### config.mk
export PLATFORM = sky130hd
export DESIGN_NAME = rud_stage
export DESIGN_NICKNAME = d
export VERILOG_FILES = /design/src/hw/rtl/rud_pkg.sv /design/src/hw/rtl/rud_stage.sv
export SDC_FILE = /design/constraint.sdc
export NUM_CORES = 1
export LEC_CHECK = 0
export BUFFER_PORTS_ARGS = -buffer_cell sky130_fd_sc_hd__buf_4
export CORE_ASPECT_RATIO = 1.75
export CORE_MARGIN = 1.5
export CORE_UTILIZATION = 45
export CTS_CLUSTER_DIAMETER = 80
export DETAILED_ROUTE_END_ITERATION = 7
export PLACE_DENSITY_LB_ADDON = 0.1
export SYNTH_ARGS = -nofsm -noshare
export SYNTH_HDL_FRONTEND = slang
export SYNTH_SLANG_ARGS = --single-unit
export TNS_END_PERCENT = 30
### constraint.sdc
create_clock -name clk_i -period 10.1 [get_ports clk_i]
set_clock_uncertainty 0.1 [all_clocks]
set_input_delay 0.505 -clock clk_i [delete_from_list [all_inputs] [get_ports clk_i]]
set_output_delay 0.505 -clock clk_i [all_outputs]
set_load 0.01 [all_outputs]
### src/hw/rtl/rud_pkg.sv
// shared types, constants and helpers of the restoring unsigned divider
// no dependencies
package rud_pkg;

  localparam int unsigned DataWidth = 64;
  localparam int unsigned PortWidth = 64;
  localparam int unsigned Bits16    = 16;
  localparam int unsigned Bits32    = 32;
  localparam int unsigned Bits64    = 64;

  typedef enum logic [1:0] {
    Width16 = 2'd0,
    Width32 = 2'd1,
    Width64 = 2'd2
  } width_sel_e;

  typedef struct packed {
    logic [DataWidth-1:0] rem;
    logic [DataWidth-1:0] dq;
    logic [DataWidth-1:0] dvs;
    width_sel_e           wsel;
  } stage_t;

  function automatic logic [DataWidth-1:0] width_mask(width_sel_e sel);
    int unsigned          w;
    logic [DataWidth-1:0] m;
    case (sel)
      Width16: w = Bits16;
      Width32: w = Bits32;
      default: w = Bits64;
    endcase
    if (w > DataWidth) w = DataWidth;
    for (int unsigned i = 0; i < DataWidth; i++) begin
      m[i] = (i < w);
    end
    return m;
  endfunction

endpackage

### src/hw/rtl/rud_stage.sv
// one restoring shift-subtract step with its pipeline register and flow control
// depends on rud_pkg
module rud_stage (
  input  logic            clk_i,
  input  logic            rst_ni,
  input  logic            up_valid_i,
  input  rud_pkg::stage_t up_data_i,
  output logic            up_ready_o,
  output logic            dn_valid_o,
  output rud_pkg::stage_t dn_data_o,
  input  logic            dn_ready_i
);
  import rud_pkg::*;

  logic [DataWidth:0]   trial;
  logic [DataWidth:0]   diff;
  logic                 qbit;
  stage_t               step;
  logic                 valid_d, valid_q;
  stage_t               data_q;

  always_comb begin
    trial    = {up_data_i.rem, up_data_i.dq[DataWidth-1]};
    diff     = trial - {1'b0, up_data_i.dvs};
    qbit     = ~diff[DataWidth];
    step     = up_data_i;
    step.rem = qbit ? diff[DataWidth-1:0] : trial[DataWidth-1:0];
    step.dq  = {up_data_i.dq[DataWidth-2:0], qbit};
  end

  assign up_ready_o = ~valid_q | dn_ready_i;
  assign valid_d    = up_ready_o ? up_valid_i : valid_q;

  always_ff @(posedge clk_i or negedge rst_ni) begin
    if (!rst_ni) begin
      valid_q <= 1'b0;
    end else begin
      valid_q <= valid_d;
    end
  end

  always_ff @(posedge clk_i) begin
    if (up_valid_i && up_ready_o) begin
      data_q <= step;
    end
  end

  assign dn_valid_o = valid_q;
  assign dn_data_o  = data_q;

endmodule

Word-level counts from Yosys, hierarchy flattened
Index checks and enable logic that the tools add are counted.

operators by class
  add/sub/neg operators = 1
  mux-type cells = 1
  bitwise logic cells = 3
  reduce and logical (&&, ||, !) cells = 1

operators with widths
  cell                                            count
  65-bit by 64-bit subtractor with 65-bit output  1
  64-bit 2-to-1 mux                               1
  1-bit NOT                                       2
  1-bit logical AND                               1
  1-bit OR                                        1

word-level totals
  flip-flop bits (word level) = 195
  output and inout port bits = 196

Logic depth before layout (Yosys ltp)
  word-level depth = 3
  depth in mapped cells = 17
  mapped depth without buffers = 13

Worst setup path before layout
No wires, ideal clock.

  path type = in2reg
  start point = input port dn_ready_i
  end point = register data_q, in the netlist dn_data_o[0] (enable)
  arrival = 5.150 ns
  data required time = 9.421 ns
  setup slack = 4.272 ns
  stages on the path = 2
  path buffers = 0
  cells stage by stage = nand2b_1 > and2_1

between the ends
  word-level cells in the longest chain between the ends = 2

ends and longest elaborated chain
  what                  line             RTL
  start, declared       rud_stage.sv:11  input logic dn_ready_i
  1-bit OR              rud_stage.sv:31  assign up_ready_o = ~valid_q | dn_ready_i;
  1-bit logical AND     rud_stage.sv:43  if (up_valid_i && up_ready_o) begin
  end signal, assigned  rud_stage.sv:44  data_q <= step;
  end, declared         rud_stage.sv:20  stage_t data_q;

Every way passes these cells.
A chain may end at the register's enable or synchronous reset.

==> run metrics <==
number of synthesized register bits around 200; die width about 120 µm; Post CTS Setup Buffer Count 0; clk slew on worst S/H paths 0.07 ns; Post-Syn Nets approximately 1,200; Hold Fails Final Rpt 0; period utilisation layout 41.1%; I/O pin count about 390; Ys Warns 0; DR WL/cell a little under 20 µm; CTS max path bufs 2; number of remaining DRC errors 0; Power Dens Cells about 160 nW/µm²; status completed; layout cells sized above 1 approximately 37%; f_max approximately 240 MHz; Post-Syn Instances ~960; Vias/cell 5.39; IO buf count slightly below 400; GPL Wtd Cong 0.936; Worst Path Arrival between 4 and 5 ns; CTS tree built; Post-synth ARST share 0.513%; H-tree depth 4; max cap viols 0; Die Y approximately 210 µm; worst hold margin approximately 0.12 ns; DP HPWL between 20,000 and 30,000 µm; setup violators final 0; antenna violations before repair 0; Detail Route Antenna Nets 0; Pleak 6.55 nW; remaining global-route overflow 0; RSZ-0062 raised after global routing false; synthesized area per cell approximately 12 µm²; Detailed Routing Iterations Pass 1 7; fin crit period 4.15 ns; commonest non-fill, non-tap cell in the layout buf_4; Fin Setup TNS 0 ns; cts bufs inserted 17; starting density of the core roughly 46%; most frequent cells in the layout 395 x buf_4, 194 x edfxtp_1, 87 x inv_1, 78 x a21oi_1, 67 x nand2_1; area leader, netlist edfxtp_1; worst-margin pin slew around 1 ns; synth top area cells edfxtp_1 53%, ha_1 7.2%, mux2_2 5.0%, a21oi_1 3.5%, inv_1 3.0%; Post-synth EDFFs approximately 190; row count 75; antenna fix cells 0; largest net degree at the start of global routing 76; synth-to-layout area growth 34.3%; Total Nets Final around 1,600; vias in the first global route about 9,100; CP required 10.20 ns; GRT Total Usage about a quarter; Max Slew Vio Count 0; Final Util approximately three fifths; Netlist Area Pre-Place around 11,000 µm²; CTS sink cnt between 150 and 200; sequential fraction of the synthesis area 52.9%; die area 25,600 µm²; Top FF cell, synth edfxtp_1; post-synth top area share ~53%; CTS Root Cell clkbuf_16; critical path launch point type input port; Starting DRT DRC Count 469; overall routed net length 32,600 µm; Worst-Skew Late Latency between 0.4 and 0.5 ns; Crit Path Max Fanout 59; Max VDD drop between 0.00009 and 0.0001 V; Hold WC Path Type input port to flop; first-pass GRT wire length between 40,000 and 50,000 µm; Core ar. 24,000 µm²; Slew HR between 30% and 40%; Yosys cell types 76; crit path kind input port to flop; CP Capture Type flop; via count approximately 9,000
## critical path, cell delays in order
cell and delay (ns):
buf_4 0.09, inv_1 0.04, ha_1 0.47, nand4_2 0.19, nor4b_4 0.36, nand3_1 0.13, o22ai_2 0.23, o21ai_2 0.14
a211oi_2 0.32, o211ai_1 0.26, and3_1 0.40, inv_4 0.67, mux2_2 0.41
## state kept, by name (all words and copies together) (netlist names)
register    flops
dn_data_o     194
dn_valid_o      1
## power breakdown
part	internal, mW	leakage [nW]	switching [mW]
sequential	0.977	1.86	0.0169
clock	0.412	0.307	0.310
combinational	0.286	4.39	0.315
## cell type report
cell class | count | area, µm²
timing repair buffer | 396 | 2980
clock inverter | 10 | 143
clock buffer | 22 | 474
tap | 308 | 385
multi-input combinational | 643 | 4690
sequential | 195 | 5850
inverter | 88 | 333
fill | 2048 | 9180
## layer usage
| metal | share of wire [%] | GRT usage [%] |
|---|---|---|
| met1 | 33 | 24.3 |
| met2 | 57 | 49.1 |
| met3 | 6.4 | 6.14 |
| met4 | 3.9 | 12.1 |
| met5 | 0 | 0 |
## cell usage after synthesis (2+ instances only)
library cell and count:
o31ai_1 6, or2_2 4, nor2b_1 13, or3_1 4, a211oi_1 6, a21oi_2 2
ha_1 64, xor2_1 22, nor2_1 46, clkbuf_2 2, a31o_2 5, nand2b_1 10
o311ai_0 2, o21ai_2 2, o211ai_1 5, and3_1 10, a21o_1 32, o21bai_1 13
and4_1 5, nand3_1 11, mux2_2 49, nand4_1 20, buf_4 4, edfxtp_1 194
nand4_2 2, a211o_1 4, inv_1 87, clkbuf_1 19, o21a_1 9, nor3_1 14
and2_1 4, a2111oi_0 2, xnor2_1 32, a31oi_1 10, nor3b_1 2, mux2i_1 9
nand3b_1 2, nor4_1 4, o21ai_0 41, a21oi_1 78, a21boi_0 3, buf_6 3
nand2_1 67, buf_2 6
## metrics by stage
step	area [µm²]	power, mW	std cells	worst slack (ns)
floorplan	11100	1.38	961	4.27
global placement	14200	1.61	1629	5.53
detailed placement	14200	1.61	1629	5.47
CTS	14800	2.34	1662	5.96
global route	14800	2.41	1662	5.68
finish	14800	2.32	1662	5.95
## what timing repair did
item                                   in CTS  in global routing
hold buffers                                1                  0
resized for setup                           0                  0
endpoints found under the hold margin       1                  0
## kinds of logic after synthesis
logic type,count (synthesis),share of synthesized area [%]
multiplexers,59,5.94
XOR/XNOR,54,4.28
buffers and inverters,123,4.73
flip-flops,195,52.9
AO/OA/AOI/OAI,240,14.2
adder cells (fa/ha/maj),65,7.42
AND/OR/NAND/NOR,225,10.5
## worst paths after layout
kind | from | endpoint | slack, ns | cells after the start
max | up_data_i[29] | dn_data_o[183] | 5.95 | 13
min | up_data_i[101] | dn_data_o[102] | 0.12 | 1
max reg2reg | dn_valid_o | dn_data_o[42] | 7.50 | 3
min reg2reg | dn_valid_o | dn_valid_o | 0.47 | 2
max in group asynchronous | rst_ni | dn_valid_o | 9.56 | 2
min in group asynchronous | rst_ni | dn_valid_o | 0.26 | 2
Power figures use the tool's default switching activity.
